<file path="src/rtl/skb_pkg.sv">
// skb_pkg: shared types, codes and scancode tables for the key buffer
`timescale 1ns / 1ps

package skb_pkg;

  // request codes
  localparam logic REQ_SCAN = 1'b0;
  localparam logic REQ_READ = 1'b1;

  // action codes
  localparam logic [2:0] ACT_NONE         = 3'd0;
  localparam logic [2:0] ACT_KILL_ALL     = 3'd1;
  localparam logic [2:0] ACT_KILL_LEFT    = 3'd2;
  localparam logic [2:0] ACT_KILL_RIGHT   = 3'd3;
  localparam logic [2:0] ACT_FREEZE_LEFT  = 3'd4;
  localparam logic [2:0] ACT_FREEZE_RIGHT = 3'd5;
  localparam logic [2:0] ACT_LOAD_REGS    = 3'd6;

  // scancodes
  localparam logic [7:0] SC_LSHIFT  = 8'h2A;
  localparam logic [7:0] SC_RSHIFT  = 8'h36;
  localparam logic [7:0] SC_RELEASE = 8'h80;
  localparam logic [7:0] SC_NONE    = 8'h00;

  // hotkey characters from the unshifted table
  localparam logic [7:0] KEY_ESC    = 8'd27;
  localparam logic [7:0] KEY_F1     = 8'd1;
  localparam logic [7:0] KEY_F2     = 8'd2;
  localparam logic [7:0] KEY_F3     = 8'd3;
  localparam logic [7:0] KEY_F4     = 8'd4;
  localparam logic [7:0] KEY_EQUALS = 8'h3D;

  // command passed from front to back
  typedef struct packed {
    logic [2:0] action;
    logic       wr_en;
    logic       rd_en;
    logic [7:0] wdata;
  } cmd_t;

  // unshifted set-1 table, zero past the end
  function automatic logic [7:0] plain_char(input logic [7:0] sc);
    logic [7:0] c;
    case (sc)
      8'd1:  c = 8'd27;
      8'd2:  c = 8'h31;
      8'd3:  c = 8'h32;
      8'd4:  c = 8'h33;
      8'd5:  c = 8'h34;
      8'd6:  c = 8'h35;
      8'd7:  c = 8'h36;
      8'd8:  c = 8'h37;
      8'd9:  c = 8'h38;
      8'd10: c = 8'h39;
      8'd11: c = 8'h30;
      8'd12: c = 8'h2D;
      8'd13: c = 8'h3D;
      8'd14: c = 8'h08;
      8'd15: c = 8'h09;
      8'd16: c = 8'h71;
      8'd17: c = 8'h77;
      8'd18: c = 8'h65;
      8'd19: c = 8'h72;
      8'd20: c = 8'h74;
      8'd21: c = 8'h79;
      8'd22: c = 8'h75;
      8'd23: c = 8'h69;
      8'd24: c = 8'h6F;
      8'd25: c = 8'h70;
      8'd26: c = 8'h5B;
      8'd27: c = 8'h5D;
      8'd28: c = 8'h0A;
      8'd30: c = 8'h61;
      8'd31: c = 8'h73;
      8'd32: c = 8'h64;
      8'd33: c = 8'h66;
      8'd34: c = 8'h67;
      8'd35: c = 8'h68;
      8'd36: c = 8'h6A;
      8'd37: c = 8'h6B;
      8'd38: c = 8'h6C;
      8'd39: c = 8'h3B;
      8'd40: c = 8'h27;
      8'd41: c = 8'h60;
      8'd43: c = 8'h5C;
      8'd44: c = 8'h7A;
      8'd45: c = 8'h78;
      8'd46: c = 8'h63;
      8'd47: c = 8'h76;
      8'd48: c = 8'h62;
      8'd49: c = 8'h6E;
      8'd50: c = 8'h6D;
      8'd51: c = 8'h2C;
      8'd52: c = 8'h2E;
      8'd53: c = 8'h2F;
      8'd55: c = 8'h2A;
      8'd57: c = 8'h20;
      8'd59: c = 8'd1;
      8'd60: c = 8'd2;
      8'd61: c = 8'd3;
      8'd62: c = 8'd4;
      8'd74: c = 8'h2D;
      8'd78: c = 8'h2B;
      default: c = 8'h00;
    endcase
    return c;
  endfunction

  // shifted set-1 table, zero past the end
  function automatic logic [7:0] shift_char(input logic [7:0] sc);
    logic [7:0] c;
    case (sc)
      8'd1:  c = 8'd27;
      8'd2:  c = 8'h21;
      8'd3:  c = 8'h40;
      8'd4:  c = 8'h23;
      8'd5:  c = 8'h24;
      8'd6:  c = 8'h25;
      8'd7:  c = 8'h5E;
      8'd8:  c = 8'h26;
      8'd9:  c = 8'h2A;
      8'd10: c = 8'h28;
      8'd11: c = 8'h29;
      8'd12: c = 8'h5F;
      8'd13: c = 8'h2B;
      8'd14: c = 8'h08;
      8'd15: c = 8'h09;
      8'd16: c = 8'h51;
      8'd17: c = 8'h57;
      8'd18: c = 8'h45;
      8'd19: c = 8'h52;
      8'd20: c = 8'h54;
      8'd21: c = 8'h59;
      8'd22: c = 8'h55;
      8'd23: c = 8'h49;
      8'd24: c = 8'h4F;
      8'd25: c = 8'h50;
      8'd26: c = 8'h7B;
      8'd27: c = 8'h7D;
      8'd28: c = 8'h0A;
      8'd30: c = 8'h41;
      8'd31: c = 8'h53;
      8'd32: c = 8'h44;
      8'd33: c = 8'h46;
      8'd34: c = 8'h47;
      8'd35: c = 8'h48;
      8'd36: c = 8'h4A;
      8'd37: c = 8'h4B;
      8'd38: c = 8'h4C;
      8'd39: c = 8'h3A;
      8'd40: c = 8'h22;
      8'd41: c = 8'h7E;
      8'd43: c = 8'h7C;
      8'd44: c = 8'h5A;
      8'd45: c = 8'h58;
      8'd46: c = 8'h43;
      8'd47: c = 8'h56;
      8'd48: c = 8'h42;
      8'd49: c = 8'h4E;
      8'd50: c = 8'h4D;
      8'd51: c = 8'h3C;
      8'd52: c = 8'h3E;
      8'd53: c = 8'h3F;
      8'd55: c = 8'h2A;
      8'd57: c = 8'h20;
      8'd74: c = 8'h2D;
      8'd78: c = 8'h2B;
      default: c = 8'h00;
    endcase
    return c;
  endfunction

endpackage

</file>
<file path="src/rtl/scancode_to_ascii_key_buffer.sv">
// scancode_to_ascii_key_buffer: set-1 scancode decoder with a character buffer
//
//   channel | direction | ports
//   --------+-----------+---------------------------------------------------
//   in      | input     | in_valid, in_stall, in_req_type, in_scancode
//   out     | output    | out_valid, out_stall, out_action, out_read_char,
//           |           | out_read_valid
//
// one transfer per cycle is sustained while in_stall is low; a result is set
// by the queue slot write and then by the registered memory read
// a two-entry queue parts the front (pointers, shift, hotkeys) from the back
// (character memory, output register), so each side stalls on its own
// reset clears pointers, shift flag, queue and output valid; the character
// memory is not cleared and needs no sweep
`timescale 1ns / 1ps

module scancode_to_ascii_key_buffer #(
  parameter int BUFFER_DEPTH = 256
) (
  input  logic       clk,
  input  logic       rst_n,
  input  logic       in_valid,
  output logic       in_stall,
  input  logic       in_req_type,
  input  logic [7:0] in_scancode,
  output logic       out_valid,
  input  logic       out_stall,
  output logic [2:0] out_action,
  output logic [7:0] out_read_char,
  output logic       out_read_valid
);

  localparam int PTR_W = $clog2(BUFFER_DEPTH);
  localparam int CMD_W = $bits(skb_pkg::cmd_t);
  localparam int Q_W   = CMD_W + PTR_W;

  logic             push, pop, full, not_empty;
  skb_pkg::cmd_t    f_cmd, b_cmd;
  logic [PTR_W-1:0] f_addr, b_addr;
  logic [Q_W-1:0]   q_out;

  // front: classify and update pointers
  skb_front #(
    .BUFFER_DEPTH (BUFFER_DEPTH),
    .PTR_W        (PTR_W)
  ) u_front (
    .clk         (clk),
    .rst_n       (rst_n),
    .in_valid    (in_valid),
    .in_stall    (in_stall),
    .in_req_type (in_req_type),
    .in_scancode (in_scancode),
    .q_full      (full),
    .q_push      (push),
    .q_cmd       (f_cmd),
    .q_addr      (f_addr)
  );

  // command queue
  skb_queue #(
    .WIDTH (Q_W)
  ) u_queue (
    .clk       (clk),
    .rst_n     (rst_n),
    .push      (push),
    .push_data ({f_addr, f_cmd}),
    .full      (full),
    .pop       (pop),
    .not_empty (not_empty),
    .pop_data  (q_out)
  );

  assign b_cmd  = q_out[CMD_W-1:0];
  assign b_addr = q_out[Q_W-1:CMD_W];

  // back: memory and results
  skb_back #(
    .BUFFER_DEPTH (BUFFER_DEPTH),
    .PTR_W        (PTR_W)
  ) u_back (
    .clk            (clk),
    .rst_n          (rst_n),
    .q_valid        (not_empty),
    .q_cmd          (b_cmd),
    .q_addr         (b_addr),
    .q_pop          (pop),
    .out_valid      (out_valid),
    .out_stall      (out_stall),
    .out_action     (out_action),
    .out_read_char  (out_read_char),
    .out_read_valid (out_read_valid)
  );

endmodule

</file>
<file path="src/rtl/skb_front.sv">
// skb_front: accepts requests, decodes hotkeys and keeps the buffer pointers
`timescale 1ns / 1ps

module skb_front #(
  parameter int BUFFER_DEPTH = 256,
  parameter int PTR_W        = 8
) (
  input  logic              clk,
  input  logic              rst_n,
  input  logic              in_valid,
  output logic              in_stall,
  input  logic              in_req_type,
  input  logic [7:0]        in_scancode,
  input  logic              q_full,
  output logic              q_push,
  output skb_pkg::cmd_t     q_cmd,
  output logic [PTR_W-1:0]  q_addr
);

  localparam logic [PTR_W-1:0] LAST_POS = PTR_W'(BUFFER_DEPTH - 1);

  logic [PTR_W-1:0] wp_r, wp_nxt;
  logic [PTR_W-1:0] rp_r, rp_nxt;
  logic             shift_r, shift_nxt;
  logic [PTR_W-1:0] wp_base;
  logic [7:0]       key;
  logic [2:0]       hot_action;
  logic             hot_stop;
  logic             accept;

  assign in_stall = q_full;
  assign accept   = in_valid && !q_full;
  assign q_push   = accept;
  assign key      = skb_pkg::plain_char(in_scancode);

  // hotkey decode, always from the unshifted table
  always_comb begin
    hot_stop   = 1'b1;
    hot_action = skb_pkg::ACT_NONE;
    case (key)
      skb_pkg::KEY_ESC: hot_action = skb_pkg::ACT_KILL_ALL;
      skb_pkg::KEY_F3:  hot_action = skb_pkg::ACT_KILL_LEFT;
      skb_pkg::KEY_F4:  hot_action = skb_pkg::ACT_KILL_RIGHT;
      skb_pkg::KEY_F1:  hot_action = skb_pkg::ACT_FREEZE_LEFT;
      skb_pkg::KEY_F2:  hot_action = skb_pkg::ACT_FREEZE_RIGHT;
      skb_pkg::KEY_EQUALS: begin
        hot_stop   = 1'b0;
        hot_action = skb_pkg::ACT_LOAD_REGS;
      end
      default: hot_stop = 1'b0;
    endcase
  end

  // pointer, shift and command generation
  always_comb begin
    wp_nxt    = wp_r;
    rp_nxt    = rp_r;
    shift_nxt = shift_r;
    wp_base   = wp_r;
    q_cmd     = '0;
    q_addr    = '0;
    if (accept) begin
      if (in_req_type == skb_pkg::REQ_READ) begin
        if (rp_r < wp_r) begin
          q_cmd.rd_en = 1'b1;
          q_addr      = rp_r;
          rp_nxt      = PTR_W'(rp_r + 1'b1);
        end
      end else begin
        q_cmd.action = hot_action;
        if (!hot_stop) begin
          // wrap drops whatever is unread
          if (wp_r == LAST_POS) begin
            wp_base = '0;
            rp_nxt  = '0;
          end
          wp_nxt = wp_base;
          if (in_scancode == skb_pkg::SC_LSHIFT || in_scancode == skb_pkg::SC_RSHIFT) begin
            shift_nxt = 1'b1;
          end
          if (in_scancode == (skb_pkg::SC_LSHIFT | skb_pkg::SC_RELEASE) ||
              in_scancode == (skb_pkg::SC_RSHIFT | skb_pkg::SC_RELEASE)) begin
            shift_nxt = 1'b0;
          end
          if (in_scancode < skb_pkg::SC_RELEASE && in_scancode != skb_pkg::SC_NONE) begin
            q_cmd.wr_en = 1'b1;
            q_cmd.wdata = shift_nxt ? skb_pkg::shift_char(in_scancode) : key;
            q_addr      = wp_base;
            wp_nxt      = PTR_W'(wp_base + 1'b1);
          end
        end
      end
    end
  end

  // state registers
  always_ff @(posedge clk) begin
    if (!rst_n) begin
      wp_r    <= '0;
      rp_r    <= '0;
      shift_r <= 1'b0;
    end else begin
      wp_r    <= wp_nxt;
      rp_r    <= rp_nxt;
      shift_r <= shift_nxt;
    end
  end

endmodule

</file>
<file path="src/rtl/skb_queue.sv">
// skb_queue: two-entry command queue between front and back
`timescale 1ns / 1ps

module skb_queue #(
  parameter int WIDTH = 16
) (
  input  logic             clk,
  input  logic             rst_n,
  input  logic             push,
  input  logic [WIDTH-1:0] push_data,
  output logic             full,
  input  logic             pop,
  output logic             not_empty,
  output logic [WIDTH-1:0] pop_data
);

  logic [WIDTH-1:0] slot_r [2];
  logic             wr_ptr_r, wr_ptr_nxt;
  logic             rd_ptr_r, rd_ptr_nxt;
  logic [1:0]       count_r, count_nxt;

  assign full      = (count_r == 2'd2);
  assign not_empty = (count_r != 2'd0);
  assign pop_data  = slot_r[rd_ptr_r];

  // pointer and fill count
  always_comb begin
    wr_ptr_nxt = push ? ~wr_ptr_r : wr_ptr_r;
    rd_ptr_nxt = pop ? ~rd_ptr_r : rd_ptr_r;
    count_nxt  = count_r;
    if (push && !pop) begin
      count_nxt = count_r + 2'd1;
    end else if (pop && !push) begin
      count_nxt = count_r - 2'd1;
    end
  end

  always_ff @(posedge clk) begin
    if (!rst_n) begin
      wr_ptr_r <= 1'b0;
      rd_ptr_r <= 1'b0;
      count_r  <= 2'd0;
    end else begin
      wr_ptr_r <= wr_ptr_nxt;
      rd_ptr_r <= rd_ptr_nxt;
      count_r  <= count_nxt;
    end
  end

  // entry storage
  always_ff @(posedge clk) begin
    if (push) begin
      slot_r[wr_ptr_r] <= push_data;
    end
  end

endmodule

</file>
<file path="src/rtl/skb_back.sv">
// skb_back: character memory and output register
`timescale 1ns / 1ps

module skb_back #(
  parameter int BUFFER_DEPTH = 256,
  parameter int PTR_W        = 8
) (
  input  logic              clk,
  input  logic              rst_n,
  input  logic              q_valid,
  input  skb_pkg::cmd_t     q_cmd,
  input  logic [PTR_W-1:0]  q_addr,
  output logic              q_pop,
  output logic              out_valid,
  input  logic              out_stall,
  output logic [2:0]        out_action,
  output logic [7:0]        out_read_char,
  output logic              out_read_valid
);

  logic [7:0] mem_r [BUFFER_DEPTH];
  logic [7:0] rd_data_r;
  logic       out_valid_r;
  logic [2:0] action_r;
  logic       rd_sel_r;

  // take a command when the output slot is free or being emptied
  assign q_pop = q_valid && (!out_valid_r || !out_stall);

  // output valid
  always_ff @(posedge clk) begin
    if (!rst_n) begin
      out_valid_r <= 1'b0;
    end else if (q_pop) begin
      out_valid_r <= 1'b1;
    end else if (!out_stall) begin
      out_valid_r <= 1'b0;
    end
  end

  // memory access and result payload
  always_ff @(posedge clk) begin
    if (q_pop) begin
      action_r <= q_cmd.action;
      rd_sel_r <= q_cmd.rd_en;
      if (q_cmd.wr_en) begin
        mem_r[q_addr] <= q_cmd.wdata;
      end
      if (q_cmd.rd_en) begin
        rd_data_r <= mem_r[q_addr];
      end
    end
  end

  assign out_valid      = out_valid_r;
  assign out_action     = action_r;
  assign out_read_valid = rd_sel_r;
  assign out_read_char  = rd_sel_r ? rd_data_r : 8'h00;

endmodule

</file>
<file path="config.mk">
export PLATFORM = sky130hd
export DESIGN_NAME = scancode_to_ascii_key_buffer
export DESIGN_NICKNAME = d
export VERILOG_FILES = /design/src/rtl/skb_pkg.sv /design/src/rtl/scancode_to_ascii_key_buffer.sv /design/src/rtl/skb_front.sv /design/src/rtl/skb_queue.sv /design/src/rtl/skb_back.sv
export SDC_FILE = /design/constraint.sdc
export NUM_CORES = 2
export LEC_CHECK = 0
export BUFFER_PORTS_ARGS = -buffer_cell sky130_fd_sc_hd__buf_2
export CELL_PAD_IN_SITES_DETAIL_PLACEMENT = 0
export CELL_PAD_IN_SITES_GLOBAL_PLACEMENT = 1
export CORE_MARGIN = 2
export CORE_UTILIZATION = 40
export CTS_BUF_LIST = sky130_fd_sc_hd__clkbuf_8
export CTS_CLUSTER_SIZE = 16
export DETAILED_ROUTE_END_ITERATION = 8
export GPL_TIMING_DRIVEN = 0
export PLACE_DENSITY_LB_ADDON = 0.08
export SLEW_MARGIN = 15
export SYNTH_ARGS = -nofsm -noshare
export SYNTH_HDL_FRONTEND = slang
export SYNTH_MEMORY_MAX_BITS = 65536
export SYNTH_SLANG_ARGS = --single-unit
</file>
<file path="constraint.sdc">
create_clock -name clk -period 6.7 [get_ports clk]
set_input_delay 1.34 -clock clk [delete_from_list [all_inputs] [get_ports clk]]
set_output_delay 1.34 -clock clk [all_outputs]
set_load 0.01 [all_outputs]
</file>
# Word level (Yosys, flattened, before mapping)
# Memories as Yosys holds them, arrays and structs flattened. A register that Yosys moved wholly into a read port is not among the register bits.
# Index checks and enable logic that the tools add are counted.
# word_totals
regBits	26
ram_bits	2090
romBits	1792
inputBits	13
out_inout_bits	14
elab_cells	104
memories	4
# op_classes
addsub	4
magnitude_cmp	2
eq_ne	15
muxes	45
bitwise_logic	4
reduce_logical	21
# memory_table
memory	depth	word_bits	rd	rd_ports_with_merged_regs	write_ports	line_no	text
u_back.mem_r	256	8	1	1	1	skb_back.sv:21	logic [7:0] mem_r [BUFFER_DEPTH];
(no name shown)	128	7	1	0	0	skb_pkg.sv:112	case (sc)
(no name shown)	128	7	1	0	0	skb_pkg.sv:44	case (sc)
u_queue.slot_r	2	21	1	1	1	skb_queue.sv:17	logic [WIDTH-1:0] slot_r [2];
# op_table
cell	n
8-bit 2-to-1 mux	21
8-bit by 6-bit equality test with 1-bit output (second input constant)	3
8-bit equality test (second input constant)	3
1-bit 2-to-1 mux	19
3-bit case mux with 6 select lines	1
8-bit by 1-bit adder with 8-bit output (second input constant)	2
8-bit by 2-bit equality test with 1-bit output (second input constant)	2
13-bit 2-to-1 mux	1
8-bit by 1-bit equality test with 1-bit output (second input constant)	1
8-bit by 3-bit equality test with 1-bit output (second input constant)	1
8-bit by 5-bit equality test with 1-bit output (second input constant)	1
8-bit < comparator	1
8-bit < comparator (second input constant)	1
8-bit nonzero test	1
2-bit nonzero test	3
1-bit logical AND	5
1-bit logical NOT	5
5-bit OR reduction	1
2-bit 2-to-1 mux	2
4-bit 2-to-1 mux	1
2-bit by 1-bit inequality test with 1-bit output (second input constant)	2
1-bit inverter	4
4-bit AND reduction	1
1-bit logical OR	3
6 further kinds	6

# Depth between registers and ports, before layout
# An unclocked memory read counts as a cell.
# depth
ltp_word	13
depth_mapped	14

# Cells and area by module
# Synthesis repeated with hierarchy kept, for this count alone.
# unflattened
cells_unflattened	4069
hier_area_um2	83400.0
# by_module_without_submodules
module	n_inst	cells_per_inst	area_per_inst_um2
skb_back	1	3542	78576.6
skb_front	1	440	3094.2
skb_queue	1	87	1729.2

# Worst setup path after synthesis
# No wires, ideal clock.
# synth_timing
path_type	in2reg
startpoint	input port in_scancode[1]
endpoint	memory u_queue.slot_r[0][19] (netlist name), data pin
setup_time_ns	0.260
arrival_time_ns	4.156
path_slack_ns	2.283
stages	13
cell_sequence	clkbuf_1 inv_1 ha_1 nor2b_1 o22a_1 o22a_1 a21o_1 a2111oi_4 a22oi_1 o21ai_1 nor2_1 buf_2 a32o_1
# synth_via
elab_chain_len	8
# synth_rtl
element	line_no	text
start, declared	scancode_to_ascii_key_buffer.sv:25	input logic [7:0] in_scancode,
memory 128 x 7 bit	--	
8-bit 2-to-1 mux	skb_pkg.sv:44	
8-bit by 5-bit equality test with 1-bit output, or another cell as far along	skb_front.sv:40	case (key)
5-bit OR reduction (no line)	--	
1-bit 2-to-1 mux	skb_front.sv:40	
8-bit 2-to-1 mux *	skb_front.sv:71	if (!hot_stop) begin
8-bit 2-to-1 mux *	skb_front.sv:63	if (in_req_type == skb_pkg::REQ_READ) begin
8-bit 2-to-1 mux *	skb_front.sv:62	if (accept) begin
via f_addr[6]	scancode_to_ascii_key_buffer.sv:39	logic [PTR_W-1:0] f_addr, b_addr;
end, declared	skb_queue.sv:17	
# The timed path passes the listed nets; every way through them passes the cells marked *.

==> results.txt <==
- The number of cells on the worst reg-to-reg path is 9.
* Crit path capture type: register
* Fraction of layout instances using a drive strength above 1: 26.5%
- On the final layout, the worst clock skew is 0.0764 ns.
- Clock transition at the registers of the reported paths: 0.06 ns
- PortBufs: 23
- The cell area that synthesis handed to floorplanning was 74600 µm².
- Failing checks: setup timing
- Number of DRC markers in iteration 0: 6424
- For the worst-skew pair, the clock arrives at the later sink with an insertion delay of 1.06 ns.
* Achievable frequency: 0.147 GHz
- Pin count of the biggest net entering global routing: 125
* Status: finished, violations left
- In this run the count of I/O pins placed on the die edge is 27.
- The hold violation total from the final report was 0.
- Sequential elements use 74.8% of the synthesized area.
- The via count of the first global-routing pass came to 41400.
* Final Max Slew Viols: 0
- Max-Cap Viols: 0
* Yosys reg bits: 1866
* Peak supply drop: 0.000228 V
- Smallest setup slack after layout: -0.119 ns
- The worst pin sits at a relative slew slack of 8.98%.
- Clk buf depth: 4
- After Yosys synthesis, full adders, half adders and majority gates account for 0.386% of the synthesized area.
- Area of the core: 185000 µm²
- Data arrival time at the worst-slack endpoint: 7.55 ns
- The portion of synthesized area spent on multiplexers is 15.8%.
* Number of hold buffers added after cts: 0
- Post-Synth Simple-Gate Area: 4.70%
- Yosys printed 0 warnings.
* Total Power Consumption: 35.5 mW
- Synth Area in Compound Gates: 2.53%
- Area grow syn2layout: 14.0%
* Worst Hold Class: reg2reg
- In this run, CTS created clock tree buffers numbering 332.
- Detailed-router iteration count before antenna repair: 5
* Total gr overflow: 0
* Number of setup buffers added after CTS: 0
- Dividing the detail-routed via count by the number of cells gives 6.17.
- The synthesized netlist devotes 0.0704% of its cell area to XOR and XNOR gates.
* Number of stages on the worst hold path: 2
- TritonCTS clock tree: yes
- For this block, the via count after detailed routing is 42700.
* Worst Path Class, Setup: reg2reg
- Antenna viol nets, final: 0
- Origin of the worst min-delay path: u_front.shift_r
- Row generation in the floorplan step produced 158 rows.
* Syn Nets: 3832
- Final count of negative-setup-slack endpoints: 2
* Post-synthesis cell count: 3796
* Synthesized area per cell: 19.7 µm²
- Clk sink count: 1866
* Leakage power: 27.3 nW
* Startpoint type of the worst setup path: register
- Remaining design rule violation count: 0
- Async set or reset register ratio after synthesis: 0%
* Global-route wire length before repair: 382000 µm
- Time the final worst path needs with I/O delays and setup: 6.82 ns
- At the pin with the least slew margin, the transition time is 1.37 ns.
* Setup repair after global routing missed its margin: false
- Effective utilization at floorplan: 40.3%
* Total number of nets in the final design: 4240
* Dominant combinational cell family by area after synthesis: multiplexers
- Clock tree synthesis selected as its root buffer the cell sky130_fd_sc_hd__clkbuf_8.
- Die Y: 436 µm
- The die covers 190000 µm².
* Die width: 436 µm
- Number of enable flip-flop cells after synthesis: 1843
- In the synthesized netlist the dominant register cell turns out to be sky130_fd_sc_hd__edfxtp_1.
- After legalization and detailed placement, the total HPWL measured 191000 µm.
* Detailed Route WL: 290000 µm
- In this run the power density over the cells is 417 nW/µm².
* Initial antenna violation count: 36
- Along the worst path, the maximum fanout reaches 10.
* Count of cell types in the netlist: 75
- Gates resized during post-CTS repair numbered 1.
* Reg2reg setup slack: -0.12 ns
- Combined global-route utilization of all metal layers: 30.3%
- In this run the number of H-tree levels came out at 5.
* Data required time at the worst endpoint: 7.43 ns
- On the final layout, the worst hold slack is 0.508 ns.
- After detailed routing, the average wire length per cell comes to 41.9 µm.
- Fin crit share: 102%
* Final RePlAce weighted congestion: 0.927
==> cell usage in the layout, fill, tap and decap left out, types with 37 or more instances in the layout <==
cell type / count
sky130_fd_sc_hd__a21oi_1: 51
sky130_fd_sc_hd__and3_1: 45
sky130_fd_sc_hd__buf_16: 37
sky130_fd_sc_hd__buf_2: 102
sky130_fd_sc_hd__clkbuf_1: 56
sky130_fd_sc_hd__clkbuf_2: 54
sky130_fd_sc_hd__clkbuf_8: 343
sky130_fd_sc_hd__clkinv_1: 68
sky130_fd_sc_hd__edfxtp_1: 1843
sky130_fd_sc_hd__inv_1: 149
sky130_fd_sc_hd__mux4_2: 505
sky130_fd_sc_hd__nand2_1: 292
sky130_fd_sc_hd__nand3_1: 72
sky130_fd_sc_hd__nor2_1: 301
sky130_fd_sc_hd__o21ai_0: 45
==> layer usage <==
metal  vias up  wire (µm)  global-route usage [%]  part of all wire [%]
met5         -        110                       0                 0.038
met1     23200     117000                    42.2                    40
met3       598      29100                    7.78                    10
met4        18      14600                    13.8                   5.0
met2      2549     129000                    45.0                    45
li1      16400          -                       -                     -
==> power by group <==
group,internal [mW],leakage (nW),total [mW],switching [mW]
Clock,4.82,3.34,9.58,4.76
Sequential,14.2,16.9,14.2,0.0447
Combinational,3.38,7.07,11.7,8.33
==> worst max-delay path, stage by stage, from the launching register on <==
cell,delay [ns]
sky130_fd_sc_hd__dfxtp_1,0.36
sky130_fd_sc_hd__buf_4,0.21
sky130_fd_sc_hd__mux2i_1,0.72
sky130_fd_sc_hd__clkbuf_1,1.05
sky130_fd_sc_hd__buf_1,1.00
sky130_fd_sc_hd__clkbuf_1,0.99
sky130_fd_sc_hd__nand2_1,0.10
sky130_fd_sc_hd__a311oi_1,0.93
sky130_fd_sc_hd__a311oi_1,0.20
sky130_fd_sc_hd__o31ai_1,0.85
==> synth_stat cells (13+ instances only) <==
| library cell | count | area (µm²) |
|---|---|---|
| sky130_fd_sc_hd__nor2b_1 | 28 | 175 |
| sky130_fd_sc_hd__ha_1 | 23 | 288 |
| sky130_fd_sc_hd__dfxtp_1 | 23 | 460 |
| sky130_fd_sc_hd__buf_2 | 65 | 325 |
| sky130_fd_sc_hd__nor3_1 | 17 | 85.1 |
| sky130_fd_sc_hd__nor2_1 | 302 | 1130 |
| sky130_fd_sc_hd__mux2_2 | 21 | 236 |
| sky130_fd_sc_hd__nand3_1 | 72 | 360 |
| sky130_fd_sc_hd__clkbuf_1 | 110 | 413 |
| sky130_fd_sc_hd__buf_1 | 21 | 78.8 |
| sky130_fd_sc_hd__o21ai_0 | 45 | 225 |
| sky130_fd_sc_hd__o22ai_1 | 13 | 81.3 |
| sky130_fd_sc_hd__edfxtp_1 | 1843 | 55300 |
| sky130_fd_sc_hd__buf_4 | 23 | 173 |
| sky130_fd_sc_hd__nand2_1 | 292 | 1100 |
| sky130_fd_sc_hd__mux4_2 | 505 | 11400 |
| sky130_fd_sc_hd__and2_1 | 14 | 87.6 |
| sky130_fd_sc_hd__a31oi_1 | 32 | 200 |
| sky130_fd_sc_hd__a311oi_1 | 24 | 210 |
| sky130_fd_sc_hd__inv_1 | 39 | 146 |
| sky130_fd_sc_hd__mux2i_1 | 19 | 190 |
| sky130_fd_sc_hd__a21oi_1 | 51 | 255 |
| sky130_fd_sc_hd__and3_1 | 46 | 288 |
==> area by class of cell <==
cell class                 instances  area, µm²
buffer                           231       1210
multi-input combinational       1658      17700
clock buffer                     343       4720
sequential                      1866      55800
clock inverter                   218        952
tap                             2480       3100
inverter                          41        154
timing repair buffer              74       1400
fill                           16200     100000
antenna                           15       37.5
==> stage by stage <==
step	utilization (%)	cells	worst slack (ns)	cell area [µm²]	TNS (ns)
finish	45.9	6926	-0.119	85100	-0.202
global route	45.9	6917	0.166	85100	0
CTS	45.9	6911	0.169	85100	0
detailed placement	42.8	6350	0.0597	79400	0
global placement	42.0	6299	-3.22	77900	-2366.19
floorplan	-	3796	2.28	74600	0
==> path summary, 6_finish.rpt <==
kind                         endpoint
setup / recovery  u_back.rd_data_r[6]
hold / removal        u_front.shift_r
setup reg to reg  u_back.rd_data_r[6]
hold reg to reg       u_front.shift_r
==> logic make-up after synthesis <==
kind of cell,Yosys count
adder cells (fa/ha/maj),23
other,1
XOR/XNOR,6
buffers and inverters,272
AND/OR/NAND/NOR,812
multiplexers,546
flip-flops,1866
AO/OA/AOI/OAI,270
==> sequential cells by signal, indices dropped and copies added, names as in the netlist, named ones only <==
name                   cells
u_queue.count_r            2
u_back.rd_data_r           7
u_queue.slot_r            40
u_queue.wr_ptr_r           1
u_back.out_action          3
u_back.mem_r            1792
u_front.rp_r               8
u_back.out_read_valid      1
u_queue.rd_ptr_r           1
u_front.wp_r               8
u_front.shift_r            1
u_back.out_valid           1
(Power assumes the default switching activity.)
